--- src/sv/slcd_pkg.sv ---
// Shared types and constants for the sync length checksum deframer.
`default_nettype none

package slcd_pkg;

    localparam int unsigned SyncBytes   = 4;
    localparam int unsigned HeaderBytes = 6;

    // Configuration register indexes.
    localparam logic REG_SYNC_WORD     = 1'b0;
    localparam logic REG_PAYLOAD_LIMIT = 1'b1;

    localparam logic [15:0] PAYLOAD_LIMIT_RESET = 16'd1024;

    // Result kinds.
    localparam logic KIND_PAYLOAD = 1'b0;
    localparam logic KIND_VERDICT = 1'b1;

    // Frame verdict codes.
    localparam logic [1:0] STATUS_GOOD     = 2'd0;
    localparam logic [1:0] STATUS_MISMATCH = 2'd1;
    localparam logic [1:0] STATUS_TOO_LONG = 2'd2;

    // Header byte positions.
    localparam logic [2:0] HDR_ADDRESS   = 3'd0;
    localparam logic [2:0] HDR_PACKET_ID = 3'd1;
    localparam logic [2:0] HDR_OFFSET_LO = 3'd2;
    localparam logic [2:0] HDR_OFFSET_HI = 3'd3;
    localparam logic [2:0] HDR_LENGTH_LO = 3'd4;
    localparam logic [2:0] HDR_LENGTH_HI = 3'd5;

    typedef enum logic [3:0] {
        PHASE_HUNT    = 4'b0001,
        PHASE_HEADER  = 4'b0010,
        PHASE_PAYLOAD = 4'b0100,
        PHASE_CHECK   = 4'b1000
    } phase_t;

    typedef struct packed {
        logic        kind;
        logic [7:0]  dev_addr;
        logic [7:0]  packet_id;
        logic [15:0] frag_offset;
        logic [15:0] payload_length;
        logic [15:0] payload_index;
        logic [7:0]  payload_byte;
        logic [1:0]  frame_status;
    } result_t;

endpackage

`default_nettype wire

--- src/sv/sync_length_checksum_deframer.sv ---
// Top level of the sync word, length and additive checksum deframer.
//
//   channel  | handshake                  | payload
//   ---------+----------------------------+-------------------------------------
//   input    | in_valid / in_ready        | byte_in
//   output   | out_valid / out_ready      | result_kind .. last
//   config   | cfg_we (no wait)           | cfg_index, cfg_wdata
//
// One byte is taken per cycle while in_ready is high; the parser state updates at the
// accepting edge and any result lands in a two-entry output queue, visible on the next cycle.
// in_ready is low only while both queue entries wait, so a stalled output side
// holds at most two results before the input side stalls.
// Reset returns the parser to hunting with a cleared window and empties the queue.
`default_nettype none

module sync_length_checksum_deframer (
    input  wire logic        clk,
    input  wire logic        rst_n,
    input  wire logic        cfg_we,
    input  wire logic        cfg_index,
    input  wire logic [31:0] cfg_wdata,
    input  wire logic        in_valid,
    output logic             in_ready,
    input  wire logic [7:0]  byte_in,
    output logic             out_valid,
    input  wire logic        out_ready,
    output logic             result_kind,
    output logic [7:0]       dev_addr,
    output logic [7:0]       packet_id,
    output logic [15:0]      frag_offset,
    output logic [15:0]      payload_length,
    output logic [15:0]      payload_index,
    output logic [7:0]       payload_byte,
    output logic [1:0]       frame_status,
    output logic             last
);

    logic [31:0] sync_word_reg;
    logic [15:0] payload_limit_reg;

    slcd_pkg::phase_t phase_reg, phase_next;
    logic [31:0] window_reg, window_next;
    logic [15:0] count_reg, count_next;
    logic [7:0]  address_reg, address_next;
    logic [7:0]  packet_id_reg, packet_id_next;
    logic [15:0] offset_reg, offset_next;
    logic [15:0] length_reg, length_next;
    logic [7:0]  sum_reg, sum_next;

    slcd_pkg::result_t slot_reg [2];
    slcd_pkg::result_t slot_next [2];
    slcd_pkg::result_t res;
    logic [1:0]  fill_reg, fill_next;

    logic        accept;
    logic        push;
    logic        pop;
    logic        wr_pos;
    logic        res_valid;
    logic [15:0] count_inc;
    logic [31:0] shifted;
    logic [15:0] length_full;
    logic        window_full;

    assign in_ready  = (fill_reg != 2'd2);
    assign out_valid = (fill_reg != 2'd0);
    assign accept    = in_valid && in_ready;
    assign pop       = out_valid && out_ready;
    assign push      = accept && res_valid;
    assign wr_pos    = fill_reg[0] & ~pop;

    assign count_inc   = count_reg + 16'd1;
    assign shifted     = {byte_in, window_reg[31:8]};
    assign length_full = {byte_in, length_reg[7:0]};
    assign window_full = (count_inc >= 16'(slcd_pkg::SyncBytes));

    // Parser: next state and the result, if any, of the byte on the input.
    always_comb
    begin
        phase_next     = phase_reg;
        window_next    = window_reg;
        count_next     = count_reg;
        address_next   = address_reg;
        packet_id_next = packet_id_reg;
        offset_next    = offset_reg;
        length_next    = length_reg;
        sum_next       = sum_reg;
        res_valid      = 1'b0;

        res.kind           = slcd_pkg::KIND_VERDICT;
        res.dev_addr       = address_reg;
        res.packet_id      = packet_id_reg;
        res.frag_offset    = offset_reg;
        res.payload_length = length_reg;
        res.payload_index  = '0;
        res.payload_byte   = '0;
        res.frame_status   = slcd_pkg::STATUS_GOOD;

        case (phase_reg)
            slcd_pkg::PHASE_HEADER:
            begin
                sum_next   = sum_reg + byte_in;
                count_next = count_inc;
                case (count_reg[2:0])
                    slcd_pkg::HDR_ADDRESS:   address_next = byte_in;
                    slcd_pkg::HDR_PACKET_ID: packet_id_next = byte_in;
                    slcd_pkg::HDR_OFFSET_LO: offset_next = {offset_reg[15:8], byte_in};
                    slcd_pkg::HDR_OFFSET_HI: offset_next = {byte_in, offset_reg[7:0]};
                    slcd_pkg::HDR_LENGTH_LO: length_next = {length_reg[15:8], byte_in};
                    default:                 length_next = length_full;
                endcase
                if (count_reg[2:0] == slcd_pkg::HDR_LENGTH_HI)
                begin
                    count_next = '0;
                    if (length_full > payload_limit_reg)
                    begin
                        // The verdict carries the length as received.
                        res_valid          = 1'b1;
                        res.payload_length = length_full;
                        res.frame_status   = slcd_pkg::STATUS_TOO_LONG;
                        phase_next         = slcd_pkg::PHASE_HUNT;
                        window_next        = '0;
                    end
                    else if (length_full == 16'd0)
                    begin
                        phase_next = slcd_pkg::PHASE_CHECK;
                    end
                    else
                    begin
                        phase_next = slcd_pkg::PHASE_PAYLOAD;
                    end
                end
            end
            slcd_pkg::PHASE_PAYLOAD:
            begin
                sum_next          = sum_reg + byte_in;
                res_valid         = 1'b1;
                res.kind          = slcd_pkg::KIND_PAYLOAD;
                res.payload_index = count_reg;
                res.payload_byte  = byte_in;
                count_next        = count_inc;
                if ({1'b0, count_inc} >= {1'b0, length_reg})
                begin
                    phase_next = slcd_pkg::PHASE_CHECK;
                end
            end
            slcd_pkg::PHASE_CHECK:
            begin
                res_valid        = 1'b1;
                res.frame_status = (byte_in == sum_reg) ? slcd_pkg::STATUS_GOOD
                                                        : slcd_pkg::STATUS_MISMATCH;
                phase_next       = slcd_pkg::PHASE_HUNT;
                window_next      = '0;
                count_next       = '0;
            end
            default:
            begin
                // Sliding search; the count saturates once the window is full.
                window_next = shifted;
                if (count_reg < 16'(slcd_pkg::SyncBytes))
                begin
                    count_next = count_inc;
                end
                phase_next = slcd_pkg::PHASE_HUNT;
                if (window_full && (shifted == sync_word_reg))
                begin
                    phase_next     = slcd_pkg::PHASE_HEADER;
                    count_next     = '0;
                    sum_next       = '0;
                    address_next   = '0;
                    packet_id_next = '0;
                    offset_next    = '0;
                    length_next    = '0;
                end
            end
        endcase
    end

    // Output queue: entry 0 is the head shown on the ports.
    always_comb
    begin
        slot_next[0] = slot_reg[0];
        slot_next[1] = slot_reg[1];
        if (pop)
        begin
            slot_next[0] = slot_reg[1];
        end
        if (push)
        begin
            slot_next[wr_pos] = res;
        end
        fill_next = fill_reg - {1'b0, pop} + {1'b0, push};
    end

    always_ff @(posedge clk or negedge rst_n)
    begin
        if (!rst_n)
        begin
            sync_word_reg     <= '0;
            payload_limit_reg <= slcd_pkg::PAYLOAD_LIMIT_RESET;
            phase_reg         <= slcd_pkg::PHASE_HUNT;
            window_reg        <= '0;
            count_reg         <= '0;
            address_reg       <= '0;
            packet_id_reg     <= '0;
            offset_reg        <= '0;
            length_reg        <= '0;
            sum_reg           <= '0;
            fill_reg          <= '0;
        end
        else
        begin
            if (cfg_we)
            begin
                if (cfg_index == slcd_pkg::REG_SYNC_WORD)
                begin
                    sync_word_reg <= cfg_wdata;
                end
                else
                begin
                    payload_limit_reg <= cfg_wdata[15:0];
                end
            end
            if (accept)
            begin
                phase_reg     <= phase_next;
                window_reg    <= window_next;
                count_reg     <= count_next;
                address_reg   <= address_next;
                packet_id_reg <= packet_id_next;
                offset_reg    <= offset_next;
                length_reg    <= length_next;
                sum_reg       <= sum_next;
            end
            fill_reg <= fill_next;
        end
    end

    always_ff @(posedge clk)
    begin
        slot_reg[0] <= slot_next[0];
        slot_reg[1] <= slot_next[1];
    end

    assign result_kind    = slot_reg[0].kind;
    assign dev_addr       = slot_reg[0].dev_addr;
    assign packet_id      = slot_reg[0].packet_id;
    assign frag_offset    = slot_reg[0].frag_offset;
    assign payload_length = slot_reg[0].payload_length;
    assign payload_index  = slot_reg[0].payload_index;
    assign payload_byte   = slot_reg[0].payload_byte;
    assign frame_status   = slot_reg[0].frame_status;
    assign last           = slot_reg[0].kind;

endmodule

`default_nettype wire

--- config.mk ---
export PLATFORM = sky130hd
export DESIGN_NAME = sync_length_checksum_deframer
export DESIGN_NICKNAME = d
export VERILOG_FILES = /design/src/sv/slcd_pkg.sv /design/src/sv/sync_length_checksum_deframer.sv
export SDC_FILE = /design/constraint.sdc
export NUM_CORES = 1
export LEC_CHECK = 0
export ABC_AREA = 0
export BUFFER_PORTS_ARGS = -buffer_cell sky130_fd_sc_hd__buf_4
export CAP_MARGIN = 40
export CORE_MARGIN = 10
export CORE_UTILIZATION = 60
export DETAILED_ROUTE_END_ITERATION = 8
export PLACE_DENSITY = 0.79
export SLEW_MARGIN = 20
export SYNTH_ARGS = -nofsm -noshare
export SYNTH_HDL_FRONTEND = slang
export SYNTH_SLANG_ARGS = --single-unit
export TNS_END_PERCENT = 30
--- constraint.sdc ---
create_clock -name clk -period 11.3 [get_ports clk]
set_input_delay 1.13 -clock clk [delete_from_list [all_inputs] [get_ports clk]]
set_output_delay 1.13 -clock clk [all_outputs]
set_load 0.005 [all_outputs]
==> reports/metrics.yaml <==
run_status:
  status: "complete, no violations"
sta:
  worst_pin_slew_ps: 797
  setup_ws_ps: 6840
  fin_worst_skew_ps: 13.9
  tns_ps: 0
  fin_crit_sh_pct: 39.5
  hold_violations: 0
  finalSetupViolations: 0
  rsz0062_at_grt: "false"
  fmax_mhz: 224
  relSlewSlack_pct: 46.8
  holdWs_ps: 480
  min_period_ps: 4460
  drv_slew: 0
setup_path:
  path_class: "in -> reg"
  cp.arrival_ps: 4710
  start_kind: "primary input"
  timing.rr.start: "length_reg[7]$_DFFE_PN0P_"
  cp.required_ps: 11550
  worstPathMaxFanout: 45
  startpoint: "byte_in[3]"
  ff2ff_path_depth: 11
  end_kind: "flop"
  reg2reg_slack_ps: 7010
layout:
  n_fill_cell: 1825
  final_common_cell: "nor2_1"
  layout_common_cells: "201 x nor2_1, 148 x dfrtp_1, 133 x buf_4, 87 x nand2_1"
  drive_gt1_share_pct: 18.1
  diodes: 0
  final_cells: 1731
  fin_nets: 1480
  syn_to_final_growth_pct: 11.2
power:
  p_comb_share_pct: 18.9
  p_sw_share_pct: 28.0
  powerDensity_nw_per_um2: 180
  switchingPower_mw: 0.789
  power.total_mw: 2.82
  ir_worst_vdd_mv: 0.155
  pwr-share-seq_pct: 47.5
  cellLeakagePower_nw: 6.67
  clkPwrFrac_pct: 33.6
  p_int_mw: 2.03
synthesis:
  async_flop_share_pct: 50.0
  yosysSeqAreaShare_pct: 53.3
  synth_area_um2: 14100
  synth_edf_count: 75
  avgSynthCellArea_um2: 10.3
  postSynthCellCount: 1363
  synth_cell_type_count: 68
  syn_nets: 1456
  yosysWarnings: 0
  ys_seq_elements: 300
  synth_ff_type: "dfrtp_1"
drt:
  drtPass1Iterations: 5
  vias_per_cell: 5.87
  drc: 0
  antenna_left: 0
  wl_per_cell_um: 19.3
  drtIter0Drc: 866
  vias: 10164
  wirelength_um: 33300
global_routing:
  antenna_found_initial: 0
  grt-ovfl-total: 0
  track_usage_pct: 21.6
  grt_max_degree: 79
  grt_pass1_wl_um: 54000
  grt_pass1_vias: 10097
job:
  max_cap_violations: 0
floorplanning:
  fp-row-count: 56
  dieArea_um2: 30000
  fp.dieH_um: 173
  io_pins: 124
  initial_utilization_pct: 60.6
  die_w_um: 173
  core_um2: 23300
cts:
  postCtsResizedCells: 0
  cts_root_buf: "clkbuf_16"
  cts_buffer_depth: 3
  tritoncts: "built"
  clk_pin_slew_ps: 60
  h-tree-depth: 1
  ctsHoldBuffers: 0
  cts_buffers: 31
  postCtsSetupBuffers: 0
  clock_sinks: 300
  clk_latency_ps: 570
place:
  post-place-cells: 1672
  hpwl_um: 23300
  portBuffers: 123
  gp_congestion: 0.944
  pre_cts_slack_ps: 6140
hold_path:
  hold_path_class: "reg -> reg"
critical path: stages:
cell and delay [ps]:
buf_4 180, ha_1 320, nand4_1 120, or4_1 530, a21o_1 180, o211ai_1 210
nand2_2 190, inv_1 360, o21ai_0 240, nor3b_2 440, buf_4 440, buf_12 290
worst min path at each step:
| stage | start | end | slack [ps] | depth (start not counted) |
|---|---|---|---|---|
| 2_1_floorplan | offset_reg[9]$_DFFE_PN0P_ | flop | 440 | 0 |
| 3_3_place_gp | offset_reg[15]$_DFFE_PN0P_ | flop | 460 | 0 |
| 3_5_place_dp | offset_reg[15]$_DFFE_PN0P_ | flop | 470 | 0 |
| 4_1_cts | slot_reg[0][36]$_DFF_P_ | slot_reg[0][36]$_DFF_P_ | 480 | 2 |
| 5_1_grt | slot_reg[0][57]$_DFF_P_ | slot_reg[0][57]$_DFF_P_ | 500 | 2 |
| 6_report | slot_reg[0][59]$_DFF_P_ | slot_reg[0][59]$_DFF_P_ | 480 | 2 |
per-stage QoR:
step	instance area, µm²	util, %
final	15700	67.4
after global routing	15700	67.4
after CTS	15700	67.3
after detailed placement	14700	63.3
after global placement	14700	63.0
after floorplan	14100	-
synth_stat cells, drive strengths merged, types with 21 or more instances:
cell	number	share of area (%)
nor2	201	5.4
dfrtp	148	26
buf	108	5.2
nand2	88	2.4
dfxtp	75	11
edfxtp	75	16
o21ai	74	2.8
inv	64	1.7
mux2	54	4.3
o22ai	48	2.1
ha	46	4.1
xnor2	41	2.5
clkbuf	39	1.0
a22o	34	2.1
nor3	33	1.3
nand4	22	0.98
a21oi	21	0.77
cells by family after synthesis:
kind of cell	count (synthesis)	share of synthesized area [%]
fa+ha+maj	47	4.23
simple gates	432	13.9
compound gates	265	13.0
xor+xnor	50	3.11
buf+inv	213	7.98
flops	300	53.3
mux	56	4.46
power groups by stage:
stage	clock network, mW	logic, mW	registers (mW)
CTS	0.962	0.539	1.34
global placement	0	0.510	1.35
floorplan	0	0.410	1.32
global route	1.00	0.584	1.35
finish	0.945	0.533	1.34
detailed placement	0	0.536	1.36
area by class of cell:
class                   instances  area (µm²)  area share, %
clock buffers                  44         825           5.26
clock inverters                14         109          0.695
inverters                      66         248           1.58
multi-input cells             850        5490           35.1
flip-flops and latches        300        7510           47.9
well taps                     319         399           2.55
repair buffers                138        1090           6.94
routing by layer:
layer | global-route usage, % | share of wire, % | up-vias
li1 | - | - | 4772
met1 | 27.9 | 42 | 4928
met2 | 36.0 | 48 | 377
met3 | 3.90 | 6.2 | 87
met4 | 7.44 | 3.5 | 0
met5 | 0 | 0 | -
No activity file was read; power rests on OpenSTA's default activity.
